## src/rtl/core/tscc_pkg.sv

```systemverilog
`timescale 1ns / 1ps
// Shared types, codes and helpers for the touch stream consistency checker.
package tscc_pkg;

  localparam int unsigned MAX_POINTER_IDS = 32;
  localparam int unsigned CFG_AW = 3;
  localparam int unsigned NUM_VIOL = 13;

  localparam logic [31:0] PCM_RESET = 32'd2;

  localparam logic [0:0] REG_POINTER_CLASS_MASK = 1'b0;

  localparam int unsigned V_MIXED      = 0;
  localparam int unsigned V_DOWN_PTRS  = 1;
  localparam int unsigned V_HISTORY    = 2;
  localparam int unsigned V_COUNT_ONE  = 3;
  localparam int unsigned V_MOVE_CNT   = 4;
  localparam int unsigned V_OUTSIDE    = 5;
  localparam int unsigned V_PD_NONE    = 6;
  localparam int unsigned V_PD_INDEX   = 7;
  localparam int unsigned V_PD_ALREADY = 8;
  localparam int unsigned V_PU_INDEX   = 9;
  localparam int unsigned V_PU_NOTDOWN = 10;
  localparam int unsigned V_INVALID    = 11;
  localparam int unsigned V_NOT_PTR    = 12;

  typedef enum logic [3:0] {
    MODE_DOWN         = 4'd0,
    MODE_UP           = 4'd1,
    MODE_MOVE         = 4'd2,
    MODE_CANCEL       = 4'd3,
    MODE_OUTSIDE      = 4'd4,
    MODE_POINTER_DOWN = 4'd5,
    MODE_POINTER_UP   = 4'd6,
    MODE_OTHER        = 4'd7,
    MODE_UNHANDLED    = 4'd8
  } mode_e;

  typedef struct packed {
    logic [3:0]  mode;
    logic [31:0] seq_number;
    logic [1:0]  nesting_level;
    logic [15:0] device_id;
    logic [31:0] source_bits;
    logic [5:0]  pointer_count;
    logic [4:0]  action_index;
    logic [4:0]  pointer_id;
    logic [7:0]  history_size;
  } evt_word_t;

  typedef struct packed {
    logic      valid;
    evt_word_t word;
  } stage_t;

  function automatic logic [31:0] id_bit(input logic [4:0] id);
    logic [31:0] b;
    b = '0;
    if (32'(id) < MAX_POINTER_IDS) begin
      b = 32'd1 << id;
    end
    return b;
  endfunction

  function automatic logic [5:0] ones_count(input logic [31:0] v);
    logic [5:0] n;
    n = '0;
    for (int i = 0; i < 32; i++) begin
      n = n + 6'(v[i]);
    end
    return n;
  endfunction

endpackage

```

## src/rtl/core/tscc_if.sv

```systemverilog
`timescale 1ns / 1ps
// Event and result channel interfaces with valid/ready handshake.
interface tscc_evt_if;
  logic        valid;
  logic        ready;
  logic [3:0]  mode;
  logic [31:0] seq_number;
  logic [1:0]  nesting_level;
  logic [15:0] device_id;
  logic [31:0] source_bits;
  logic [5:0]  pointer_count;
  logic [4:0]  action_index;
  logic [4:0]  pointer_id;
  logic [7:0]  history_size;

  modport source (
    output valid, mode, seq_number, nesting_level, device_id, source_bits,
           pointer_count, action_index, pointer_id, history_size,
    input  ready
  );
  modport sink (
    input  valid, mode, seq_number, nesting_level, device_id, source_bits,
           pointer_count, action_index, pointer_id, history_size,
    output ready
  );
endinterface

interface tscc_res_if;
  logic        valid;
  logic        ready;
  logic        checked;
  logic        taint_event;
  logic [12:0] violations;
  logic [31:0] pointers_down;

  modport source (
    output valid, checked, taint_event, violations, pointers_down,
    input  ready
  );
  modport sink (
    input  valid, checked, taint_event, violations, pointers_down,
    output ready
  );
endinterface

```

## src/rtl/core/tscc_apb.sv

```systemverilog
`timescale 1ns / 1ps
// APB configuration register holding the pointer class mask.
module tscc_apb import tscc_pkg::*; (
  input  logic              clk_i,
  input  logic              rst_ni,
  input  logic              psel,
  input  logic              penable,
  input  logic              pwrite,
  input  logic [CFG_AW-1:0] paddr,
  input  logic [31:0]       pwdata,
  output logic [31:0]       prdata,
  output logic              pready,
  output logic [31:0]       pcm_o
);

  logic [31:0] pcm_q;
  logic [31:0] pcm_d;
  logic        hit;

  assign pready = 1'b1;
  assign hit    = (paddr[CFG_AW-1:2] == REG_POINTER_CLASS_MASK);

  always_comb begin
    pcm_d = pcm_q;
    if (psel && penable && pwrite && pready && hit) begin
      pcm_d = pwdata;
    end
  end

  always_ff @(posedge clk_i or negedge rst_ni) begin
    if (!rst_ni) begin
      pcm_q <= PCM_RESET;
    end else begin
      pcm_q <= pcm_d;
    end
  end

  assign prdata = hit ? pcm_q : '0;
  assign pcm_o  = pcm_q;

endmodule

```

## src/rtl/core/tscc_ingress.sv

```systemverilog
`timescale 1ns / 1ps
// Input register stage for incoming event words.
module tscc_ingress import tscc_pkg::*; (
  input  logic       clk_i,
  input  logic       rst_ni,
  tscc_evt_if.sink   evt_i,
  input  logic       adv_i,
  output stage_t     stg_o
);

  logic      valid_q;
  logic      valid_d;
  evt_word_t word_q;
  logic      load;

  assign evt_i.ready = !valid_q || adv_i;
  assign load        = evt_i.valid && evt_i.ready;

  always_comb begin
    valid_d = valid_q;
    if (load) begin
      valid_d = 1'b1;
    end else if (adv_i) begin
      valid_d = 1'b0;
    end
  end

  always_ff @(posedge clk_i or negedge rst_ni) begin
    if (!rst_ni) begin
      valid_q <= 1'b0;
    end else begin
      valid_q <= valid_d;
    end
  end

  always_ff @(posedge clk_i) begin
    if (load) begin
      word_q <= '{mode:          evt_i.mode,
                  seq_number:    evt_i.seq_number,
                  nesting_level: evt_i.nesting_level,
                  device_id:     evt_i.device_id,
                  source_bits:   evt_i.source_bits,
                  pointer_count: evt_i.pointer_count,
                  action_index:  evt_i.action_index,
                  pointer_id:    evt_i.pointer_id,
                  history_size:  evt_i.history_size};
    end
  end

  assign stg_o.valid = valid_q;
  assign stg_o.word  = word_q;

endmodule

```

## src/rtl/core/tscc_core.sv

```systemverilog
`timescale 1ns / 1ps
// Stream state, per-event checks and result register.
module tscc_core import tscc_pkg::*; (
  input  logic        clk_i,
  input  logic        rst_ni,
  input  stage_t      stg_i,
  input  logic [31:0] pcm_i,
  output logic        adv_o,
  tscc_res_if.source  res_o
);

  logic [31:0] mask_q, mask_d;
  logic        tainted_q, tainted_d;
  logic        unhandled_q, unhandled_d;
  logic        dev_valid_q, dev_valid_d;
  logic [15:0] dev_q, dev_d;
  logic [31:0] src_q, src_d;
  logic        pseq_valid_q, pseq_valid_d;
  logic [31:0] pseq_q, pseq_d;
  logic [1:0]  pnest_q, pnest_d;

  logic        res_valid_q, res_valid_d;
  logic        checked_q, checked_d;
  logic        taint_q, taint_d;
  logic [12:0] viol_q, viol_d;
  logic [31:0] pdown_q;

  logic        fire;
  evt_word_t   w;

  assign w     = stg_i.word;
  assign adv_o = !res_valid_q || res_o.ready;
  assign fire  = stg_i.valid && adv_o;

  always_comb begin
    logic        new_stream;
    logic        taint;
    logic [31:0] b;
    mask_d       = mask_q;
    tainted_d    = tainted_q;
    unhandled_d  = unhandled_q;
    dev_valid_d  = dev_valid_q;
    dev_d        = dev_q;
    src_d        = src_q;
    pseq_valid_d = pseq_valid_q;
    pseq_d       = pseq_q;
    pnest_d      = pnest_q;
    checked_d    = 1'b1;
    viol_d       = '0;
    taint        = 1'b0;
    new_stream   = 1'b0;
    b            = id_bit(w.pointer_id);

    if (w.mode == MODE_UNHANDLED) begin
      if (w.nesting_level == pnest_q) begin
        unhandled_d = 1'b1;
      end else begin
        checked_d = 1'b0;
      end
    end else if (pseq_valid_q && (w.seq_number == pseq_q) &&
                 (w.nesting_level < pnest_q)) begin
      checked_d = 1'b0;
    end else begin
      new_stream = (w.mode == MODE_DOWN) || (w.mode == MODE_CANCEL) ||
                   (w.mode == MODE_OUTSIDE);
      if (w.nesting_level != 2'd0) begin
        pseq_valid_d = 1'b1;
        pseq_d       = w.seq_number;
        pnest_d      = w.nesting_level;
      end else begin
        pseq_valid_d = 1'b0;
        pseq_d       = '0;
        pnest_d      = '0;
      end

      if (new_stream && (tainted_q || unhandled_q)) begin
        tainted_d   = 1'b0;
        unhandled_d = 1'b0;
        mask_d      = '0;
      end
      taint = tainted_d;

      if (!new_stream && dev_valid_q &&
          ((dev_q != w.device_id) || (src_q != w.source_bits))) begin
        viol_d[V_MIXED] = 1'b1;
      end
      dev_valid_d = 1'b1;
      dev_d       = w.device_id;
      src_d       = w.source_bits;

      if ((w.source_bits & pcm_i) == '0) begin
        viol_d[V_NOT_PTR] = 1'b1;
      end else begin
        case (mode_e'(w.mode))
          MODE_DOWN: begin
            viol_d[V_DOWN_PTRS] = (mask_d != '0);
            viol_d[V_HISTORY]   = (w.history_size != '0);
            viol_d[V_COUNT_ONE] = (w.pointer_count != 6'd1);
            mask_d = b;
          end
          MODE_UP: begin
            viol_d[V_HISTORY]   = (w.history_size != '0);
            viol_d[V_COUNT_ONE] = (w.pointer_count != 6'd1);
            mask_d    = '0;
            tainted_d = 1'b0;
          end
          MODE_MOVE: begin
            if (w.pointer_count != ones_count(mask_d)) begin
              viol_d[V_MOVE_CNT] = 1'b1;
              tainted_d = 1'b1;
            end
          end
          MODE_CANCEL: begin
            mask_d    = '0;
            tainted_d = 1'b0;
          end
          MODE_OUTSIDE: begin
            viol_d[V_OUTSIDE]   = (mask_d != '0);
            viol_d[V_HISTORY]   = (w.history_size != '0);
            viol_d[V_COUNT_ONE] = (w.pointer_count != 6'd1);
            tainted_d = 1'b0;
          end
          MODE_POINTER_DOWN: begin
            if (mask_d == '0) begin
              viol_d[V_PD_NONE] = 1'b1;
              tainted_d = 1'b1;
            end
            if (6'(w.action_index) >= w.pointer_count) begin
              viol_d[V_PD_INDEX] = 1'b1;
              tainted_d = 1'b1;
            end else if ((mask_d & b) != '0) begin
              viol_d[V_PD_ALREADY] = 1'b1;
              tainted_d = 1'b1;
            end else begin
              mask_d = mask_d | b;
            end
            viol_d[V_HISTORY] = (w.history_size != '0);
          end
          MODE_POINTER_UP: begin
            if (6'(w.action_index) >= w.pointer_count) begin
              viol_d[V_PU_INDEX] = 1'b1;
              tainted_d = 1'b1;
            end else if ((mask_d & b) == '0) begin
              viol_d[V_PU_NOTDOWN] = 1'b1;
              tainted_d = 1'b1;
            end else begin
              mask_d = mask_d & ~b;
            end
            viol_d[V_HISTORY] = (w.history_size != '0);
          end
          default: begin
            viol_d[V_INVALID] = 1'b1;
          end
        endcase
      end
    end
    taint_d = taint || (viol_d != '0);
  end

  always_comb begin
    res_valid_d = res_valid_q;
    if (fire) begin
      res_valid_d = 1'b1;
    end else if (res_o.ready) begin
      res_valid_d = 1'b0;
    end
  end

  always_ff @(posedge clk_i or negedge rst_ni) begin
    if (!rst_ni) begin
      mask_q       <= '0;
      tainted_q    <= 1'b0;
      unhandled_q  <= 1'b0;
      dev_valid_q  <= 1'b0;
      dev_q        <= '0;
      src_q        <= '0;
      pseq_valid_q <= 1'b0;
      pseq_q       <= '0;
      pnest_q      <= '0;
      res_valid_q  <= 1'b0;
    end else begin
      res_valid_q <= res_valid_d;
      if (fire) begin
        mask_q       <= mask_d;
        tainted_q    <= tainted_d;
        unhandled_q  <= unhandled_d;
        dev_valid_q  <= dev_valid_d;
        dev_q        <= dev_d;
        src_q        <= src_d;
        pseq_valid_q <= pseq_valid_d;
        pseq_q       <= pseq_d;
        pnest_q      <= pnest_d;
      end
    end
  end

  always_ff @(posedge clk_i) begin
    if (fire) begin
      checked_q <= checked_d;
      taint_q   <= taint_d;
      viol_q    <= viol_d;
      pdown_q   <= mask_d;
    end
  end

  assign res_o.valid         = res_valid_q;
  assign res_o.checked       = checked_q;
  assign res_o.taint_event   = taint_q;
  assign res_o.violations    = viol_q;
  assign res_o.pointers_down = pdown_q;

endmodule

```

## src/rtl/core/touch_stream_consistency_checker_top.sv

```systemverilog
`timescale 1ns / 1ps
// Top level of the touch stream consistency checker.
//
//   port     dir   kind         carries
//   evt_i    in    valid/ready  one touch event or unhandled notice per word
//   res_o    out   valid/ready  checked, taint_event, violations, pointers_down
//   APB      in    psel/penable pointer_class_mask at byte address 0
//
// Result path: one input register, then the check logic into the result register
// and stream state. Throughput is one word per cycle while the result side is
// ready; stream state updates as each result loads.
// Reset clears stream state and both stage valids, mask resets to 2.
// A stalled result holds the result register and, behind it, the input register.
module touch_stream_consistency_checker_top import tscc_pkg::*; (
  input  logic              clk_i,
  input  logic              rst_ni,
  tscc_evt_if.sink          evt_i,
  tscc_res_if.source        res_o,
  input  logic              psel,
  input  logic              penable,
  input  logic              pwrite,
  input  logic [CFG_AW-1:0] paddr,
  input  logic [31:0]       pwdata,
  output logic [31:0]       prdata,
  output logic              pready
);

  logic [31:0] pcm;
  logic        adv;
  stage_t      stg;

  tscc_apb u_apb (
    .clk_i   (clk_i),
    .rst_ni  (rst_ni),
    .psel    (psel),
    .penable (penable),
    .pwrite  (pwrite),
    .paddr   (paddr),
    .pwdata  (pwdata),
    .prdata  (prdata),
    .pready  (pready),
    .pcm_o   (pcm)
  );

  tscc_ingress u_ingress (
    .clk_i  (clk_i),
    .rst_ni (rst_ni),
    .evt_i  (evt_i),
    .adv_i  (adv),
    .stg_o  (stg)
  );

  tscc_core u_core (
    .clk_i  (clk_i),
    .rst_ni (rst_ni),
    .stg_i  (stg),
    .pcm_i  (pcm),
    .adv_o  (adv),
    .res_o  (res_o)
  );

  a_fire_gives_result: assert property (@(posedge clk_i) disable iff (!rst_ni)
    (stg.valid && adv) |=> res_o.valid)
    else $error("advanced word produced no result");

  a_skip_is_clean: assert property (@(posedge clk_i) disable iff (!rst_ni)
    (res_o.valid && !res_o.checked) |-> (res_o.violations == '0 && !res_o.taint_event))
    else $error("unchecked word carries violations or taint");

  a_viol_taints: assert property (@(posedge clk_i) disable iff (!rst_ni)
    (res_o.valid && res_o.violations != '0) |-> res_o.taint_event)
    else $error("violation without taint");

  a_stall_holds_stage: assert property (@(posedge clk_i) disable iff (!rst_ni)
    (stg.valid && !adv) |=> (stg.valid && $stable(stg.word)))
    else $error("input register lost word under stall");

endmodule

```

## src/flat_wrapper.sv

```systemverilog
// flat-port wrapper written by rule: the top's interface ports become plain ports
module touch_stream_consistency_checker_top_flat import tscc_pkg::*;
  (clk_i, rst_ni, psel, penable, pwrite, paddr, pwdata, prdata, pready, evt_i_valid, evt_i_mode, evt_i_seq_number, evt_i_nesting_level, evt_i_device_id, evt_i_source_bits, evt_i_pointer_count, evt_i_action_index, evt_i_pointer_id, evt_i_history_size, evt_i_ready, res_o_valid, res_o_checked, res_o_taint_event, res_o_violations, res_o_pointers_down, res_o_ready);
  tscc_evt_if evt_i_i ();
  tscc_res_if res_o_i ();
  input  logic clk_i;
  input  logic rst_ni;
  input  logic psel;
  input  logic penable;
  input  logic pwrite;
  input  logic [CFG_AW-1:0] paddr;
  input  logic [31:0] pwdata;
  output logic [31:0] prdata;
  output logic pready;
  input wire logic [$bits(evt_i_i.valid)-1:0] evt_i_valid;
  input wire logic [$bits(evt_i_i.mode)-1:0] evt_i_mode;
  input wire logic [$bits(evt_i_i.seq_number)-1:0] evt_i_seq_number;
  input wire logic [$bits(evt_i_i.nesting_level)-1:0] evt_i_nesting_level;
  input wire logic [$bits(evt_i_i.device_id)-1:0] evt_i_device_id;
  input wire logic [$bits(evt_i_i.source_bits)-1:0] evt_i_source_bits;
  input wire logic [$bits(evt_i_i.pointer_count)-1:0] evt_i_pointer_count;
  input wire logic [$bits(evt_i_i.action_index)-1:0] evt_i_action_index;
  input wire logic [$bits(evt_i_i.pointer_id)-1:0] evt_i_pointer_id;
  input wire logic [$bits(evt_i_i.history_size)-1:0] evt_i_history_size;
  output wire logic [$bits(evt_i_i.ready)-1:0] evt_i_ready;
  output wire logic [$bits(res_o_i.valid)-1:0] res_o_valid;
  output wire logic [$bits(res_o_i.checked)-1:0] res_o_checked;
  output wire logic [$bits(res_o_i.taint_event)-1:0] res_o_taint_event;
  output wire logic [$bits(res_o_i.violations)-1:0] res_o_violations;
  output wire logic [$bits(res_o_i.pointers_down)-1:0] res_o_pointers_down;
  input wire logic [$bits(res_o_i.ready)-1:0] res_o_ready;
  assign evt_i_i.valid = evt_i_valid;
  assign evt_i_i.mode = evt_i_mode;
  assign evt_i_i.seq_number = evt_i_seq_number;
  assign evt_i_i.nesting_level = evt_i_nesting_level;
  assign evt_i_i.device_id = evt_i_device_id;
  assign evt_i_i.source_bits = evt_i_source_bits;
  assign evt_i_i.pointer_count = evt_i_pointer_count;
  assign evt_i_i.action_index = evt_i_action_index;
  assign evt_i_i.pointer_id = evt_i_pointer_id;
  assign evt_i_i.history_size = evt_i_history_size;
  assign evt_i_ready = evt_i_i.ready;
  assign res_o_valid = res_o_i.valid;
  assign res_o_checked = res_o_i.checked;
  assign res_o_taint_event = res_o_i.taint_event;
  assign res_o_violations = res_o_i.violations;
  assign res_o_pointers_down = res_o_i.pointers_down;
  assign res_o_i.ready = res_o_ready;
  touch_stream_consistency_checker_top u_core (.clk_i(clk_i), .rst_ni(rst_ni), .evt_i(evt_i_i), .res_o(res_o_i), .psel(psel), .penable(penable), .pwrite(pwrite), .paddr(paddr), .pwdata(pwdata), .prdata(prdata), .pready(pready));
endmodule
```

## config.mk

```make
export PLATFORM = sky130hd
export DESIGN_NAME = touch_stream_consistency_checker_top_flat
export DESIGN_NICKNAME = d
export VERILOG_FILES = /design/src/rtl/core/tscc_pkg.sv /design/src/rtl/core/tscc_if.sv /design/src/rtl/core/tscc_apb.sv /design/src/rtl/core/tscc_ingress.sv /design/src/rtl/core/tscc_core.sv /design/src/rtl/core/touch_stream_consistency_checker_top.sv /design/src/flat_wrapper.sv
export SDC_FILE = /design/constraint.sdc
export NUM_CORES = 1
export LEC_CHECK = 0
export BUFFER_PORTS_ARGS = -buffer_cell sky130_fd_sc_hd__buf_2
export CAP_MARGIN = 20
export CORE_UTILIZATION = 64
export CTS_BUF_LIST = sky130_fd_sc_hd__clkbuf_4
export DETAILED_ROUTE_END_ITERATION = 10
export PLACE_DENSITY = 0.86
export SETUP_SLACK_MARGIN = 0.05
export SLEW_MARGIN = 40
export SYNTH_ARGS = -nofsm -noshare
export SYNTH_HDL_FRONTEND = slang
export SYNTH_SLANG_ARGS = --single-unit
export TNS_END_PERCENT = 50
```

## constraint.sdc

```tcl
create_clock -name clk_i -period 23.1 [get_ports clk_i]
set_clock_uncertainty 0.2 [all_clocks]
set_input_delay 3.465 -clock clk_i [delete_from_list [all_inputs] [get_ports clk_i]]
set_output_delay 3.465 -clock clk_i [all_outputs]
set_load 0.005 [all_outputs]
```

Word-level counts from Yosys, hierarchy flattened:

Index checks and enable logic that the tools add are counted.

* $add $sub $neg: 31
* $mul: 0
* divide/modulo/power cells: 0
* order comparisons: 2
* eq/ne operators: 15
* shift-type cells: 1
* mux-type cells: 57
* bitwise operators: 8
* reduce and logical (&&, ||, !) cells: 39

Operator list (count)
* 2-to-1 mux 32 bit: 12
* adder 6 x 1 -> 6 bit: 26
* one-hot mux 32 bit (4 select lines): 1
* bitwise AND 32 bit: 3
* zero test 32 bit: 3
* nonzero test 32 bit: 2
* 2-to-1 mux 1 bit: 37
* equality test 32 bit: 1
* != test 32 bit: 1
* NOT 32 bit: 1
* bitwise OR 32 bit: 1
* left shift 1 x 5 -> 32 bit, first input constant: 1
* 2-to-1 mux 13 bit: 2
* != test 16 bit: 1
* nonzero test 13 bit: 1
* equality test 4 x 3 -> 1 bit, second input constant: 3
* 2-to-1 mux 11 bit: 1
* logical AND 1 bit: 10
* equality test 4 x 2 -> 1 bit, second input constant: 2
* nonzero test 2 bit: 4
* nonzero test 8 bit: 1
* logical OR 1 bit: 7
* OR reduction 7 bit: 1
* adder 5 x 1 -> 6 bit: 1
* other kinds (24): 30

* bits in registers: 309
* latch bits: 0
* bits in writable memories: 0
* bits in read-only memories: 0
* input bits: 152
* output and inout bits: 82
* logic and storage cells: 178
* memories kept: 0

Depth between registers and ports, before layout:

* word-level depth: 46
* depth in mapped cells: 29
* gate-level depth less buffers: 25

Modules after synthesis:

A second synthesis with hierarchy kept.

* cell total of the unflattened synthesis: 1416
* area, all modules: 15894.0 um2

By module, submodules not included
* tscc_core: times used 1, cells each 1196, area an instance 10974.3 um2, seq. area each 4389.2 um2
* tscc_ingress: times used 1, cells each 115, area an instance 3364.5 um2, seq. area each 3328.2 um2
* tscc_apb: times used 1, cells each 105, area an instance 1555.2 um2, seq. area each 802.0 um2

Worst setup path after synthesis:

Ideal clock, no wire load.

* kind: register -> register
* from: register u_core.u_ingress.word_q (netlist bit u_core.u_ingress.stg_o[107])
* to: register u_core.u_core.taint_q, in the netlist u_core.u_core.res_o.taint_event, data pin
* data arrival time: 7662 ps
* path slack: 15074 ps
* stages on the path, launching flop included: 29
* path buffers: 5
* period minus slack after synthesis: 8026 ps
* cells stage by stage: edfxtp_1 > buf_2 > nor2_1 > o21bai_1 > or2_2 > clkbuf_1 > clkbuf_1 > clkbuf_1 > clkbuf_1 > nand2_1 > fa_1 > fa_1 > fa_1 > inv_1 > fa_1 > fa_1 > inv_1 > fa_1 > inv_1 > ha_1 > fa_1 > a21o_1 > a21oi_1 > xnor2_1 > mux2i_1 > o21ai_0 > a2111oi_0 > a2111oi_0 > o221ai_1

* word-level cells in the longest chain between the ends: 46

Ends and longest elaborated chain
* start, declared: RTL line tscc_ingress.sv:13 `evt_word_t word_q;`
* start signal, assigned: RTL line tscc_ingress.sv:38 `word_q <= '{mode: evt_i.mode,`
* equality test 4 x 2 -> 1 bit / zero test 4 bit (equally long branches): RTL line tscc_core.sv:64, tscc_core.sv:94
* logical OR 1 bit (2 in a row): RTL line tscc_core.sv:64 `new_stream = (w.mode == MODE_DOWN) || (w.mode == MODE_CANCEL) ||`
* logical AND 1 bit: RTL line tscc_core.sv:76 `if (new_stream && (tainted_q || unhandled_q)) begin`
* 2-to-1 mux 32 bit: RTL line tscc_core.sv:76
* 2-to-1 mux 32 bit: RTL line tscc_core.sv:60 `end else if (pseq_valid_q && (w.seq_number == pseq_q) &&`
* 2-to-1 mux 32 bit: RTL line tscc_core.sv:54 `if (w.mode == MODE_UNHANDLED) begin`
* adder 1 x 1 -> 2 bit: RTL line tscc_pkg.sv:69 `n = n + 6'(v[i]);`
* adder 2 x 1 -> 3 bit: RTL line tscc_pkg.sv:69
* (+30 left out)
* 2-to-1 mux 1 bit: RTL line tscc_core.sv:108 `if (w.pointer_count != ones_count(mask_d)) begin`
* 2-to-1 mux 1 bit: RTL line tscc_core.sv:94 `case (mode_e'(w.mode))`
* 2-to-1 mux 11 bit: RTL line tscc_core.sv:91 `if ((w.source_bits & pcm_i) == '0) begin`
* 2-to-1 mux 13 bit: RTL line tscc_core.sv:60
* 2-to-1 mux 13 bit: RTL line tscc_core.sv:54
* nonzero test 13 bit: RTL line tscc_core.sv:157 `taint_d = taint || (viol_d != '0);`
* logical OR 1 bit (*): RTL line tscc_core.sv:157
* via u_core.u_core.taint_d: RTL line tscc_core.sv:24 `logic taint_q, taint_d;`
* end signal, assigned: RTL line tscc_core.sv:200 `taint_q <= taint_d;`
* end, declared: RTL line tscc_core.sv:24

Mark *: on every way through the listed nets, which the timed path passes. The rest lies on a longest branch. The select of a mux whose other input is x is not followed.
A chain may end at the register's enable or synchronous reset.

Worst setup path after layout:

* from: register u_core.u_ingress.word_q (netlist bit u_core.u_ingress.stg_o[108])
* to: register u_core.u_core.taint_q, in the netlist u_core.u_core.res_o.taint_event, data pin

The elaborated chain is that of the path after synthesis.

==> impl_results.md <==
- Outcome: completed
- I/O pin total: 234
- Tmin final: about 8.4 ns
- FFs w/ async S/R, synth: 0.492
- Detailed-router iteration count before antenna repair: 7
- Final Hold Viols: 0
- Post-synth top area cell: edfxtp_1
- Sw Ratio: 0.292
- DR vias: approximately 12k
- CP delay by family, top: adder cells
- # Post-CTS Setup Buffers: 0
- Flops & latches, synth: 309
- Post-synth net total: between 1.5k and 2k
- Starting Density: 0.655
- Mapped Area: roughly 0.015 mm^2
- Synthesis-to-finish area growth: 15.7%
- Synthesized instance count: 1350
- Final Net Count: 1779
- Mapped Avg Cell Area: 11.4 um^2
- Worst-Skew Late Latency: 0.72 ns
- Critical path's most frequent cell: fa_1
- Max-Cap Viols: 0
- Slew margin rel.: 0.421
- Worst path cell trace: and3b_1 > o21bai_1 > or2_2 > buf_4 > nand2_1 > fa_1 > fa_1 > fa_1 > inv_1 > fa_1 > fa_1 > inv_1 > fa_1 > inv_1 > ha_1 > fa_1 > a21o_1 > a21oi_1 > xnor2_1 > mux2i_1 > o21ai_0 > a2111oi_1 > a2111oi_0 > o221ai_1
- Initial DRC Count: 1088
- Pwr Density: roughly 78 mW/mm^2
- CP max stage cell: a2111oi_1
- Final Core Density: 0.757
- Fmax: 0.119 GHz
- WP depth: 24
- Worst r2r path cells: 24
- Die span in y: 157 um
- CTS Hold Bufs: 0
- Routed Antenna Nets: 0
- Wl on met1: 15400 um
- Worst r2r dst: u_core.u_core.res_o.taint_event$_DFFE_PP_
- Flop pwr share: 0.500
- DR vias/cell: about 6.0
- Routed wire length: 39700 um
- Post-synth EDFFs: 157
- Worst EP required: 23.40 ns
- Hold_ws: 0.270 ns
- Buffers plus inverters on the worst setup path: 4
- CTS H-tree lvls: 3
- Met2 Wirelength: 20100 um
- Final setup fails: 0
- Synth area leaders: edfxtp_1 (31%), dfrtp_1 (25%), nand2_1 (5.2%)
- CP Capture Type: flip-flop
- Met3 Wirelength: 2860 um
- Combinational power share: 0.164
- Synth cell types: 76
- Number of global-route vias before repair: 11.8k
- Yosys top cell area share: 0.307
- Worst-margin pin slew: 0.867 ns
- Period utilization: 0.364
- Worst R2R Start: u_core.u_ingress.stg_o[108]$_DFFE_PP_
- Seq/Total Area, Yosys: 0.555
- Num CTS Buffers: 79
- Placed Instances: around 1.8k
- Num rows: 56
- RSZ-0062 raised after global routing: no
- Port Buffer Count: 230
- Die area: 0.0246 mm^2
- Clk root buf: clkbuf_4
- Ys Warns: 0
- Clock power frac: 0.336
- Maximum clock insertion buffer count: 3
- Critical path data arrival time: slightly below 9 ns
- DR top layer: met4
- Post-route DRC: 0
- Layout Cells excl Fill: 1976
- Post-DP HPWL: 26500 um
- Slowest stage delay, CP: roughly 0.66 ns
- Total grt overflow: 0
- Psw: 406 uW
- GPL Wtd Cong: between 0.9 and 1
- Post-CTS resize count: 0
- CTS tree: yes
- Worst setup startpoint: u_core.u_ingress.stg_o[108]$_DFFE_PP_
- Crit Path Class: flip-flop to flip-flop
- Pint: around 980 uW
- Worst reg2reg setup slack: 14.68 ns
- Critical path startpoint category: flip-flop
- Largest fanout on the critical path: 47
- Clk slew on worst S/H paths: 0.06 ns
- List of most frequent post-synthesis cells: nand2_1 (211), edfxtp_1 (157), dfrtp_1 (151), xnor2_1 (85), clkbuf_1 (62)
- Initial antenna violation count: 1
- Setup TNS: 0 ns
- GRT Util Overall: 0.327
- Count leader, synth: nand2_1
- First-pass GRT wire length: 61700 um
- Core outline area: around 0.023 mm^2
- DR WL/cell: 20.1 um
- Pleak: 0.00744 uW
- Worst-case vdd ir drop: 61.8 uV
- Largest net degree at the start of global routing: 95
- Final max-slew violation count: 0
- Layout cells sized above 1: 0.268
- Worst hold path type: flip-flop to flip-flop
- Total chip power: roughly 1400 uW
- Synth Flop Type: edfxtp_1
- CP Capture Point: u_core.u_core.res_o.taint_event$_DFFE_PP_
- Die W: 157 um
- Sink Count: 309
per-layer routing:
| metal | track usage | vias to the layer above |
|---|---|---|
| met5 | 0 | - |
| met4 | 0.144 | 0 |
| met3 | 0.0644 | 101 |
| met2 | 0.549 | 577 |
| met1 | 0.415 | 5803 |
| li1 | - | 5460 |
flip-flops by register name, summed over array words and instances, names as in the netlist:
signal / count
u_core.u_ingress.stg_o: 110
u_core.u_apb.pcm_o: 32
u_core.u_core.mask_q: 32
u_core.u_core.pseq_q: 32
u_core.u_core.res_o.pointers_down: 32
u_core.u_core.src_q: 32
u_core.u_core.dev_q: 16
u_core.u_core.res_o.violations: 13
u_core.u_core.pnest_q: 2
u_core.u_core.dev_valid_q: 1
u_core.u_core.pseq_valid_q: 1
u_core.u_core.res_o.checked: 1
u_core.u_core.res_o.taint_event: 1
u_core.u_core.res_o.valid: 1
u_core.u_core.tainted_q: 1
u_core.u_core.unhandled_q: 1
u_core.u_ingress.valid_q: 1
how the worst min path moves through the flow:
stage,from,slack [ns],cells after the start,end
4_1_cts,u_core.u_core.dev_valid_q$_DFFE_PN0P_,0.27,1,u_core.u_core.dev_valid_q$_DFFE_PN0P_
3_5_place_dp,u_core.u_core.dev_valid_q$_DFFE_PN0P_,0.25,1,u_core.u_core.dev_valid_q$_DFFE_PN0P_
2_1_floorplan,u_core.u_core.dev_valid_q$_DFFE_PN0P_,0.23,1,u_core.u_core.dev_valid_q$_DFFE_PN0P_
3_3_place_gp,u_core.u_core.dev_valid_q$_DFFE_PN0P_,0.25,1,u_core.u_core.dev_valid_q$_DFFE_PN0P_
6_report,u_core.u_core.dev_valid_q$_DFFE_PN0P_,0.27,1,u_core.u_core.dev_valid_q$_DFFE_PN0P_
5_1_grt,u_core.u_core.dev_valid_q$_DFFE_PN0P_,0.30,1,u_core.u_core.dev_valid_q$_DFFE_PN0P_
power groups by stage:
stage | sequential, uW | clock [uW] | combinational (uW)
final | 695 | 467 | 228
after global routing | 701 | 503 | 250
after CTS | 693 | 478 | 227
after detailed placement | 703 | 0 | 224
after global placement | 700 | 0 | 215
after floorplan | 687 | 0 | 155
worst reg2reg max path, delay by kind of cell (launching register included):
family                   cells  cell delay (ns)
flip-flops                   1             0.65
AO/OA/AOI/OAI                7             1.83
XOR/XNOR                     1             0.18
AND/OR/NAND/NOR              3             0.72
multiplexers                 1             0.20
adder cells (fa/ha/maj)      8             3.89
buffers and inverters        4             0.60
layout make-up:
| type | count | area, um^2 |
|---|---|---|
| Timing Repair Buffer | 242 | 1280 |
| Sequential cell | 309 | 8520 |
| Antenna cell | 2 | 5.00 |
| Inverter | 33 | 124 |
| Clock buffer | 118 | 886 |
| Tap cell | 319 | 399 |
| Fill cell | 1506 | 5700 |
| Clock inverter | 30 | 141 |
| Multi-Input combinational cell | 923 | 6420 |
kinds of logic after synthesis:
family | share of synthesized area
compound gates | 0.129
xor+xnor | 0.0502
fa+ha+maj | 0.0435
buf+inv | 0.0322
flops | 0.555
mux | 0.0316
other cells | 0.000244
simple gates | 0.158
placed cells by master (no fill, tap or decap), types with 29 or more instances in the layout:
cell,n
a21oi_1,45
a22o_1,43
a22oi_1,35
buf_2,229
clkbuf_4,118
dfrtp_1,151
edfxtp_1,157
inv_1,32
mux2_2,36
nand2_1,210
nand4_1,29
nor2_1,43
nor2b_1,50
nor4_1,34
o21ai_0,44
xnor2_1,85
per-stage QoR:
stage | setup slack (ns) | instance area (um^2)
2_1_floorplan | 15.07 | 15400
3_3_place_gp | 14.83 | 16700
3_5_place_dp | 14.60 | 16700
4_1_cts | 14.60 | 17700
5_1_grt | 14.33 | 17800
6_report | 14.68 | 17800
(Power assumes the default switching activity.)
